File: src/design/prsa_pkg.sv
// Package for the prime range sum and average block.
// Holds the field widths, the transaction payload structs and the
// controller-to-datapath command and status structs. Depends on nothing.
package prsa_pkg;

	localparam int FIELD_W        = 16;
	localparam int SUM_W          = 32;
	localparam int MEAN_W         = 23;
	localparam int SCALE          = 100;
	localparam int SCALE_W        = 7;
	localparam int VALUE_BITS_DEF = 16;

	typedef struct packed {
		logic [FIELD_W-1:0] first_bound;
		logic [FIELD_W-1:0] second_bound;
	} req_t;

	typedef struct packed {
		logic [FIELD_W-1:0] prime_count;
		logic [SUM_W-1:0]   prime_sum;
		logic [MEAN_W-1:0]  mean_hundredths;
		logic               none_found;
	} rsp_t;

	// Commands from the controller to the datapath.
	typedef struct packed {
		logic load_bounds;
		logic next_cand;
		logic init_trial;
		logic next_trial;
		logic add_prime;
		logic div_trial;
		logic div_mean;
		logic load_result;
	} cmd_t;

	// Status from the datapath to the controller.
	typedef struct packed {
		logic cand_lt_upper;
		logic cand_ge_two;
		logic sq_le_cand;
		logic div_done;
		logic rem_zero;
		logic count_zero;
	} sts_t;

endpackage

File: src/design/prsa_divider.sv
// Restoring serial divider, one quotient bit per cycle.
// Used for the trial division remainder and for the mean. Depends on prsa_pkg
// only through the module that instantiates it.
module prsa_divider #(
	parameter int DND_W  = 39,
	parameter int DVS_W  = 16,
	parameter int STEP_W = 6
) (
	input  logic              clk,
	input  logic              arst_n,
	input  logic              start,
	input  logic [DND_W-1:0]  dividend,
	input  logic [DVS_W-1:0]  divisor,
	input  logic [STEP_W-1:0] steps,
	output logic [DND_W-1:0]  quotient,
	output logic [DVS_W-1:0]  remainder,
	output logic              done
);

	logic [DND_W-1:0]  work_q;
	logic [DVS_W-1:0]  rem_q;
	logic [DVS_W-1:0]  dvs_q;
	logic [STEP_W-1:0] cnt_q;
	logic              busy_q;
	logic              done_q;

	logic [DVS_W:0] trial_rem;
	logic [DVS_W:0] diff;
	logic           ge;

	assign trial_rem = {rem_q, work_q[DND_W-1]};
	assign ge        = trial_rem >= {1'b0, dvs_q};
	assign diff      = trial_rem - {1'b0, dvs_q};

	always_ff @(posedge clk or negedge arst_n) begin
		if (!arst_n) begin
			busy_q <= 1'b0;
			done_q <= 1'b0;
			cnt_q  <= '0;
		end else begin
			done_q <= 1'b0;
			if (start) begin
				busy_q <= 1'b1;
				cnt_q  <= steps;
			end else if (busy_q) begin
				cnt_q <= cnt_q - STEP_W'(1);
				if (cnt_q == STEP_W'(1)) begin
					busy_q <= 1'b0;
					done_q <= 1'b1;
				end
			end
		end
	end

	always_ff @(posedge clk) begin
		if (start) begin
			work_q <= dividend;
			rem_q  <= '0;
			dvs_q  <= divisor;
		end else if (busy_q) begin
			work_q <= {work_q[DND_W-2:0], ge};
			rem_q  <= ge ? diff[DVS_W-1:0] : trial_rem[DVS_W-1:0];
		end
	end

	assign quotient  = work_q;
	assign remainder = rem_q;
	assign done      = done_q;

endmodule

File: src/design/prsa_datapath.sv
// Datapath of the prime range block: candidate, trial divisor and its square,
// running sum and count, the shared serial divider and the result register.
// Depends on prsa_pkg and prsa_divider.
module prsa_datapath #(
	parameter int VALUE_BITS = prsa_pkg::VALUE_BITS_DEF
) (
	input  logic           clk,
	input  logic           arst_n,
	input  prsa_pkg::req_t req,
	input  prsa_pkg::cmd_t cmd,
	output prsa_pkg::sts_t sts,
	output prsa_pkg::rsp_t rsp
);
	import prsa_pkg::*;

	localparam int W      = (VALUE_BITS < FIELD_W) ? VALUE_BITS : FIELD_W;
	localparam int DW     = SUM_W + SCALE_W;
	localparam int STEP_W = $clog2(DW + 1);

	logic [W-1:0]     upper_q;
	logic [W:0]       cand_q;
	logic [W-1:0]     d_q;
	logic [2*W:0]     sq_q;
	logic [SUM_W-1:0] sum_q;
	logic [W-1:0]     count_q;
	rsp_t             rsp_q;

	logic [W-1:0]      a;
	logic [W-1:0]      b;
	logic [DW-1:0]     mean_dividend;
	logic [DW-1:0]     dividend;
	logic [W-1:0]      divisor;
	logic [STEP_W-1:0] steps;
	logic [DW-1:0]     quotient;
	logic [W-1:0]      remainder;
	logic              div_done;

	assign a = req.first_bound[W-1:0];
	assign b = req.second_bound[W-1:0];

	// Mean in hundredths with round-half-up: (100 * sum + count / 2) / count.
	assign mean_dividend = DW'(sum_q) * DW'(SCALE) + DW'(count_q >> 1);

	always_comb begin
		if (cmd.div_mean) begin
			dividend = mean_dividend;
			divisor  = count_q;
			steps    = STEP_W'(DW);
		end else begin
			dividend = {cand_q[W-1:0], {(DW-W){1'b0}}};
			divisor  = d_q;
			steps    = STEP_W'(W);
		end
	end

	prsa_divider #(
		.DND_W  (DW),
		.DVS_W  (W),
		.STEP_W (STEP_W)
	) u_div (
		.clk       (clk),
		.arst_n    (arst_n),
		.start     (cmd.div_trial || cmd.div_mean),
		.dividend  (dividend),
		.divisor   (divisor),
		.steps     (steps),
		.quotient  (quotient),
		.remainder (remainder),
		.done      (div_done)
	);

	always_ff @(posedge clk) begin
		if (cmd.load_bounds) begin
			upper_q <= (a < b) ? b : a;
			cand_q  <= {1'b0, ((a < b) ? a : b)} + (W+1)'(1);
			sum_q   <= '0;
			count_q <= '0;
		end else begin
			if (cmd.next_cand) begin
				cand_q <= cand_q + (W+1)'(1);
			end
			if (cmd.add_prime) begin
				sum_q   <= sum_q + SUM_W'(cand_q);
				count_q <= count_q + W'(1);
			end
		end
		if (cmd.init_trial) begin
			d_q  <= W'(2);
			sq_q <= (2*W+1)'(4);
		end else if (cmd.next_trial) begin
			// (d + 1)^2 = d^2 + 2d + 1
			sq_q <= sq_q + {{W{1'b0}}, d_q, 1'b1};
			d_q  <= d_q + W'(1);
		end
		if (cmd.load_result) begin
			rsp_q.prime_count     <= FIELD_W'(count_q);
			rsp_q.prime_sum       <= sum_q;
			rsp_q.mean_hundredths <= (count_q == '0) ? '0 : quotient[MEAN_W-1:0];
			rsp_q.none_found      <= (count_q == '0);
		end
	end

	assign sts.cand_lt_upper = cand_q < {1'b0, upper_q};
	assign sts.cand_ge_two   = cand_q >= (W+1)'(2);
	assign sts.sq_le_cand    = sq_q <= {{W{1'b0}}, cand_q};
	assign sts.div_done      = div_done;
	assign sts.rem_zero      = (remainder == '0);
	assign sts.count_zero    = (count_q == '0);

	assign rsp = rsp_q;

endmodule

File: src/design/prsa_ctrl.sv
// Controller state machine of the prime range block: sequences the candidate
// scan, the trial divisions, the mean division and the result handoff.
// Depends on prsa_pkg.
module prsa_ctrl (
	input  logic           clk,
	input  logic           arst_n,
	input  logic           req_valid,
	output logic           req_ready,
	output logic           rsp_valid,
	input  logic           rsp_ready,
	input  prsa_pkg::sts_t sts,
	output prsa_pkg::cmd_t cmd
);
	import prsa_pkg::*;

	typedef enum logic [5:0] {
		ST_IDLE  = 6'b000001,
		ST_CHECK = 6'b000010,
		ST_TRIAL = 6'b000100,
		ST_DIVT  = 6'b001000,
		ST_DIVM  = 6'b010000,
		ST_DONE  = 6'b100000
	} state_t;

	state_t state_q;
	state_t state_d;
	logic   rsp_valid_q;
	logic   out_free;

	assign req_ready = (state_q == ST_IDLE);
	assign out_free  = !rsp_valid_q || rsp_ready;

	always_comb begin
		state_d = state_q;
		cmd     = '0;
		case (state_q)
			ST_IDLE: begin
				if (req_valid) begin
					cmd.load_bounds = 1'b1;
					state_d         = ST_CHECK;
				end
			end
			ST_CHECK: begin
				if (!sts.cand_lt_upper) begin
					if (sts.count_zero) begin
						state_d = ST_DONE;
					end else begin
						cmd.div_mean = 1'b1;
						state_d      = ST_DIVM;
					end
				end else if (!sts.cand_ge_two) begin
					cmd.next_cand = 1'b1;
				end else begin
					cmd.init_trial = 1'b1;
					state_d        = ST_TRIAL;
				end
			end
			ST_TRIAL: begin
				if (!sts.sq_le_cand) begin
					cmd.add_prime = 1'b1;
					cmd.next_cand = 1'b1;
					state_d       = ST_CHECK;
				end else begin
					cmd.div_trial = 1'b1;
					state_d       = ST_DIVT;
				end
			end
			ST_DIVT: begin
				if (sts.div_done) begin
					if (sts.rem_zero) begin
						cmd.next_cand = 1'b1;
						state_d       = ST_CHECK;
					end else begin
						cmd.next_trial = 1'b1;
						state_d        = ST_TRIAL;
					end
				end
			end
			ST_DIVM: begin
				if (sts.div_done) begin
					state_d = ST_DONE;
				end
			end
			ST_DONE: begin
				if (out_free) begin
					cmd.load_result = 1'b1;
					state_d         = ST_IDLE;
				end
			end
			default: begin
				state_d = ST_IDLE;
			end
		endcase
	end

	always_ff @(posedge clk or negedge arst_n) begin
		if (!arst_n) begin
			state_q     <= ST_IDLE;
			rsp_valid_q <= 1'b0;
		end else begin
			state_q <= state_d;
			if (cmd.load_result) begin
				rsp_valid_q <= 1'b1;
			end else if (rsp_ready) begin
				rsp_valid_q <= 1'b0;
			end
		end
	end

	assign rsp_valid = rsp_valid_q;

	// The result register is never overwritten while it holds an untaken result.
	a_no_overwrite: assert property (@(posedge clk) disable iff (!arst_n)
		cmd.load_result |-> (!rsp_valid_q || rsp_ready))
		else $error("result register overwritten while still pending");

	// A divider completion is only expected while waiting on the divider.
	a_done_when_waiting: assert property (@(posedge clk) disable iff (!arst_n)
		sts.div_done |-> (state_q == ST_DIVT || state_q == ST_DIVM))
		else $error("divider finished outside a divide wait state");

	// An accepted request always starts the candidate scan.
	a_accept_starts: assert property (@(posedge clk) disable iff (!arst_n)
		(req_valid && req_ready) |=> (state_q == ST_CHECK))
		else $error("accepted request did not start the scan");

endmodule

File: src/design/prime_range_sum_average.sv
// Prime range sum and average: count, sum and rounded mean of primes between two bounds.
// Work per transaction: a W-bit trial division for each candidate and divisor tried, plus
// a DW-bit division for the mean, where W is the value width and DW is 39.
// One transaction at a time; the serial divider, at one bit a cycle, sets the pace.
// A new request is taken while a finished result still waits in the output register.
// Reset (arst_n, asynchronous, active low) clears the controller, divider control and valid.
module prime_range_sum_average #(
	parameter int VALUE_BITS = prsa_pkg::VALUE_BITS_DEF
) (
	input  logic           clk,
	input  logic           arst_n,
	input  logic           req_valid,
	output logic           req_ready,
	input  prsa_pkg::req_t req,
	output logic           rsp_valid,
	input  logic           rsp_ready,
	output prsa_pkg::rsp_t rsp
);
	import prsa_pkg::*;

	// The controller and the datapath talk only through these two structs.
	cmd_t cmd;
	sts_t sts;

	// The controller walks every candidate strictly between the bounds. Values
	// below two are skipped, and each remaining candidate is tried against
	// divisors 2, 3, ... while the divisor squared does not exceed it, until one divides it.
	prsa_ctrl u_ctrl (
		.clk       (clk),
		.arst_n    (arst_n),
		.req_valid (req_valid),
		.req_ready (req_ready),
		.rsp_valid (rsp_valid),
		.rsp_ready (rsp_ready),
		.sts       (sts),
		.cmd       (cmd)
	);

	// The datapath holds the scan registers and a shared restoring divider that
	// serves both the remainder test and the final mean in hundredths.
	prsa_datapath #(
		.VALUE_BITS (VALUE_BITS)
	) u_dp (
		.clk    (clk),
		.arst_n (arst_n),
		.req    (req),
		.cmd    (cmd),
		.sts    (sts),
		.rsp    (rsp)
	);

endmodule

File: config.mk
export PLATFORM = sky130hd
export DESIGN_NAME = prime_range_sum_average
export DESIGN_NICKNAME = d
export VERILOG_FILES = /design/src/design/prsa_pkg.sv /design/src/design/prsa_divider.sv /design/src/design/prsa_datapath.sv /design/src/design/prsa_ctrl.sv /design/src/design/prime_range_sum_average.sv
export SDC_FILE = /design/constraint.sdc
export NUM_CORES = 1
export LEC_CHECK = 0
export BUFFER_PORTS_ARGS = -buffer_cell sky130_fd_sc_hd__clkbuf_2
export CORE_MARGIN = 2
export CORE_UTILIZATION = 68
export CTS_CLUSTER_DIAMETER = 60
export DETAILED_ROUTE_END_ITERATION = 8
export GPL_TIMING_DRIVEN = 0
export PLACE_DENSITY_LB_ADDON = 0.15
export SYNTH_ARGS = -nofsm -noshare
export SYNTH_HDL_FRONTEND = slang
export SYNTH_SLANG_ARGS = --single-unit
File: constraint.sdc
create_clock -name clk -period 12.8 [get_ports clk]
set_clock_uncertainty 0.1 [all_clocks]
set_input_delay 1.92 -clock clk [delete_from_list [all_inputs] [get_ports clk]]
set_output_delay 1.92 -clock clk [all_outputs]
set_load 0.005 [all_outputs]
======== Word level (Yosys, flattened, before mapping) ========
Index checks and enable logic that the tools add are counted.
storage, ports and cells
  flip-flop bits (word level) ............. 288
  bits of input ports ..................... 36
  output and inout port bits .............. 74
  word-level logic and storage cells ...... 104
operators by class
  $add $sub $neg .......................... 9
  multiply operators ...................... 1
  order comparisons ....................... 5
  equality and inequality tests ........... 12
  mux-type cells .......................... 50
  reductions and logical operators ........ 9
operator list
  operator                                                                              number
  39-bit two-way mux                                                                    3
  16-bit two-way mux                                                                    4
  6-bit two-way mux                                                                     10
  39-bit by 15-bit adder with 39-bit output                                             1
  32-bit by 5-bit multiplier with 37-bit output, second input constant                  1
  6-bit case mux with 6 select lines                                                    1
  17-bit two-way mux                                                                    2
  33-bit by 17-bit adder with 33-bit output                                             1
  33-bit by 17-bit less-or-equal comparator with 1-bit output                           1
  16-bit by 1-bit adder with 16-bit output, second input constant                       2
  32-bit by 17-bit adder with 32-bit output                                             1
  16-bit zero test                                                                      2
  1-bit two-way mux                                                                     25
  16-bit by 1-bit adder with 17-bit output, second input constant                       1
  17-bit by 1-bit adder with 17-bit output, second input constant                       1
  17-bit by 16-bit greater-or-equal comparator with 1-bit output                        1
  17-bit by 2-bit greater-or-equal comparator with 1-bit output, second input constant  1
  17-bit by 16-bit < comparator with 1-bit output                                       1
  16-bit < comparator                                                                   1
  16-bit subtractor                                                                     1
  6-bit by 1-bit == test with 1-bit output, second input constant                       2
  6-bit by 2-bit == test with 1-bit output, second input constant                       1
  6-bit by 3-bit == test with 1-bit output, second input constant                       1
  6-bit by 4-bit == test with 1-bit output, second input constant                       1
  other kinds (14)                                                                      20

======== Logic depth before layout (Yosys ltp) ========
  depth after elaboration ................. 6
  gate-level depth with buffers ........... 21
  gate-level depth less buffers ........... 21

======== By module ========
Synthesis repeated with hierarchy kept, for this count alone.
unflattened totals
  cells, all modules ...................... 2169
  area, all modules ....................... 20626.0 um^2
modules (own cells, without submodules)
  module         instances  cells each  area an instance (um^2)
  prsa_datapath  1          1772        15985.3
  prsa_divider   1          344         4135.2
  prsa_ctrl      1          53          505.5

======== Worst setup path before layout ========
Ideal clock, no wire load.
  path type ............................... input to register
  start ................................... input req[5] (netlist name)
  end ..................................... register u_dp.cand_q[12] (data pin)
  library setup time ...................... 0.174 ns
  data arrival time ....................... 4.899 ns
  setup slack ............................. 7.627 ns
  stages on the path ...................... 16
  buffers on the path ..................... 1
  cell sequence ........................... inv_1 > ha_1 > and4_1 > o21ai_0 > o211a_1 > o21ai_2 > clkbuf_1 > nand2_1 > a31oi_1 > ha_1 > o21ai_0 > a21o_1 > nor4_4 > nand3_1 > xor2_1 > a311oi_1
on the way
  longest elaborated chain between the ends .. 4
RTL lines
  item                                        line                           source
  start: declaration                          prime_range_sum_average.sv:14  input prsa_pkg::req_t req,
  16-bit < comparator                         prsa_datapath.sv:75            cand_q <= {1'b0, ((a < b) ? a : b)} + (W+1)'(1);
  16-bit two-way mux *                        prsa_datapath.sv:75
  16-bit by 1-bit adder with 17-bit output *  prsa_datapath.sv:75
  17-bit two-way mux *                        prsa_datapath.sv:73            if (cmd.load_bounds) begin
  end signal: assignment                      prsa_datapath.sv:75
  end signal: assignment                      prsa_datapath.sv:80            cand_q <= cand_q + (W+1)'(1);
  end: declaration                            prsa_datapath.sv:21            logic [W:0] cand_q;
Every way passes the cells marked *; elsewhere a longest branch is shown, timed or not.
A chain may end at the register's enable or synchronous reset.

======== Final worst setup path ========
  start ................................... register u_dp.sum_q[3]
  end ..................................... register u_dp.u_div.work_q[37], in the netlist u_dp.u_div.quotient[37] (data pin)
on the way
  longest elaborated chain between the ends .. 4
RTL lines
  item                                           line                 source
  start: declaration                             prsa_datapath.sv:24  logic [SUM_W-1:0] sum_q;
  start signal: assignment                       prsa_datapath.sv:83  sum_q <= sum_q + SUM_W'(cand_q);
  32-bit by 5-bit multiplier with 37-bit output  prsa_datapath.sv:42  assign mean_dividend = DW'(sum_q) * DW'(SCALE) + DW'(count_q >> 1);
  39-bit by 15-bit adder with 39-bit output      prsa_datapath.sv:42
  39-bit two-way mux                             prsa_datapath.sv:45  if (cmd.div_mean) begin
  39-bit two-way mux                             prsa_divider.sv:56   if (start) begin
  end signal: assignment                         prsa_divider.sv:57   work_q <= dividend;
  end signal: assignment                         prsa_divider.sv:61   work_q <= {work_q[DND_W-2:0], ge};
  end: declaration                               prsa_divider.sv:20   logic [DND_W-1:0] work_q;
Every way passes these cells.

==> impl_metrics.env <==
export IMPL_run_status="completed"
export IMPL_ys_ff_latch=288
export IMPL_top_layer="met4"
export IMPL_ant_nets=0
export IMPL_drive_gt1_frac=0.0981
export IMPL_io_pin_count=110
export IMPL_cts_made_buffers=34
export IMPL_tritoncts="done"
export IMPL_fin_crit_sh=0.468
export IMPL_port_buffers=109
export IMPL_drtIter0Drc=1685
export IMPL_fin_util=0.773
export IMPL_reg2regPathDepth=21
export IMPL_vias=17400
export IMPL_grt_pass1_wl_mm=84.6
export IMPL_arrival_ps=6140
export IMPL_yosysTopAreaCell="edfxtp_1"
export IMPL_cts_htree_levels=2
export IMPL_yosysWarnings=0
export IMPL_period_minus_slack_ps=5990
export IMPL_syn_avg_cell_area_um2=9.14
export IMPL_cellPowerDensity_nw_per_um2=143
export IMPL_required_ps=12950
export IMPL_fill_cells=2010
export IMPL_postCtsResizedCells=0
export IMPL_start_util=0.696
export IMPL_synth_ff_type="edfxtp_1"
export IMPL_fp_dieH_um=176
export IMPL_async_flop_share=0.0521
export IMPL_startpoint_type="register"
export IMPL_syn_to_final_growth_pct=11.1
export IMPL_hold_path_class="register to register"
export IMPL_fmax_mhz=167
export IMPL_ir_drop_mv=0.109
export IMPL_post_route_drc_count=0
export IMPL_yosysMostFrequentCell="inv_1"
export IMPL_cap_violations=0
export IMPL_synth_cell_types=87
export IMPL_dieArea_um2=31000
export IMPL_slew_viol_final=0
export IMPL_clock_sinks=288
export IMPL_core_area_um2=28900
export IMPL_endpoint_kind="register"
export IMPL_fin_nets=2631
export IMPL_cts_buffer_depth=3
export IMPL_syn_nets=2485
export IMPL_crit_type="register to register"
export IMPL_seq_area_frac_synth=0.370
export IMPL_rsz0062_at_grt="false"
export IMPL_seq_area_um2=7440
export IMPL_rows=62
export IMPL_syn_area_um2=20100
export IMPL_setup_violations_final=0
export IMPL_dr_pass1_iters=5
export IMPL_wl_mm=52.7
export IMPL_cp_max_fo=6
export IMPL_wl_per_cell_um=19.1
export IMPL_min_path_cells=2
export IMPL_maxSlewHeadroom=0.319
export IMPL_finalHoldViolations=0
export IMPL_grt_pass1_vias=16800
export IMPL_leakagePower_nw=10.2
export IMPL_wl_met1_mm=22.0
export IMPL_overflow=0
export IMPL_tns_ps=0
export IMPL_wl_met2_mm=24.1
export IMPL_gp_congestion=0.953
export IMPL_multiInputGateArea_um2=11500
export IMPL_n_antenna_cell=0
export IMPL_grt_usage=0.341
export IMPL_tightest_slew_ps=1020
export IMPL_clkTransAtPathRegs_ps=60
export IMPL_dpl_hpwl_mm=39.0
export IMPL_rrSetupSlack_ps=6810
export IMPL_synth_area_leaders="edfxtp_1 (24%), ha_1 (13%), dfxtp_1 (11%)"
export IMPL_synth_edff_count=160
export IMPL_grt_max_degree=43
export IMPL_insertion_delay_ps=530
export IMPL_antenna_found_initial=0
export IMPL_viasPerCell=6.29
export IMPL_cts_setup_buffers=0
export IMPL_clock_root_buffer="clkbuf_16"
export IMPL_die_w_um=176
export IMPL_power_w=0.00321
export IMPL_synth_common_cells="inv_1 (246), ha_1 (215), nand2_1 (190)"
export IMPL_synth_top_area_share=0.239
export IMPL_ctsHoldBuffers=0
export IMPL_synthCells=2203
export IMPL_wl_met3_mm=3.97
state kept, by name, summed over array words and instances (netlist names):
| signal | cells |
|---|---|
| u_ctrl.rsp_valid | 1 |
| u_ctrl.state_q | 6 |
| u_dp.cand_q | 17 |
| u_dp.count_q | 16 |
| u_dp.d_q | 16 |
| u_dp.rsp | 72 |
| u_dp.sq_q | 33 |
| u_dp.sum_q | 32 |
| u_dp.u_div.busy_q | 1 |
| u_dp.u_div.cnt_q | 6 |
| u_dp.u_div.done | 1 |
| u_dp.u_div.dvs_q | 16 |
| u_dp.u_div.quotient | 39 |
| u_dp.u_div.remainder | 16 |
| u_dp.upper_q | 16 |
layer usage:
metal / global-route usage / up-vias
met5: 0 / -
met4: 0.162 / 0
met3: 0.0469 / 187
met2: 0.557 / 831
met1: 0.451 / 8204
li1: - / 8129
final cells by class:
type,instances,share of cell area
multi-input combinational,1599,0.514
sequential,288,0.333
inverter,248,0.0416
clock buffer,39,0.0402
timing repair buffer,110,0.0253
tap,384,0.0215
clock inverter,23,0.0124
buffer,68,0.0122
final timing paths:
kind / start / to
min in group asynchronous: arst_n / u_ctrl.state_q[3]
max in group asynchronous: arst_n / u_ctrl.state_q[0]
max: u_dp.sum_q[3] / u_dp.u_div.quotient[37]
min reg2reg: u_dp.u_div.remainder[15] / u_dp.u_div.remainder[15]
min: u_dp.u_div.remainder[15] / u_dp.u_div.remainder[15]
max reg2reg: u_dp.sum_q[3] / u_dp.u_div.quotient[37]
power by group:
group	switching, W	internal (W)	total (W)
registers	0.000140	0.00116	0.00130
logic	0.000544	0.000342	0.000886
clock network	0.000417	0.000599	0.00102
per-stage QoR:
stage | setup slack (ps) | hold WS [ps] | area [um2] | instances
after floorplan | 7630 | 345 | 20100 | 2203
after global placement | 6830 | 363 | 21200 | 2696
after detailed placement | 6740 | 386 | 21200 | 2697
after CTS | 6880 | 395 | 22400 | 2759
after global routing | 6540 | 410 | 22400 | 2759
final | 6810 | 400 | 22400 | 2759
layout by cell type (no fill, tap or decap), types with 12 or more instances in the layout:
master,count
a22oi_1,16
nand4_1,37
ha_1,215
clkbuf_2,109
nand2_1,189
and2_1,28
o21ai_0,125
dfrtp_1,14
inv_1,246
a21oi_1,144
nor2b_1,15
nor2_1,150
xnor2_1,82
edfxtp_1,160
mux2i_1,20
a21o_1,60
clkbuf_1,52
xor2_1,65
nand2b_1,16
o21a_1,18
o211ai_1,19
nand3_1,70
nor4_1,25
or3_1,26
mux2_2,14
fa_1,31
a31oi_1,12
and3_1,29
dfxtp_1,113
nor3_1,37
a211oi_1,14
clkbuf_16,34
worst max-delay path, cell delays in order (launching register included):
cell and delay, ps:
dfxtp_1 600, ha_1 320, ha_1 280, inv_1 50, fa_1 490, inv_1 40, ha_1 340, o211ai_1 280
a21oi_2 100, nor2_1 240, xnor2_1 130, ha_1 380, and3_1 170, and3_1 150, a21o_1 190, o221a_2 260
nand2_1 90, nor4_2 570, and4_1 400, nand4b_1 140, xor2_1 260, o221ai_2 120
cells by family (layout without fill, tap and decap cells):
logic type                 Yosys count  in the layout  share of synthesized area
xor gates and xnor gates           148            148                     0.0648
buffers and inverters              316            488                     0.0597
and+or+nand+nor                    672            672                      0.168
adders and majority gates          246            246                      0.164
DFF                                288            288                      0.370
AOI/OAI and AO/OA                  499            499                      0.156
muxes                               34             34                     0.0178
Note: power is estimated with default switching activity, not from simulation.
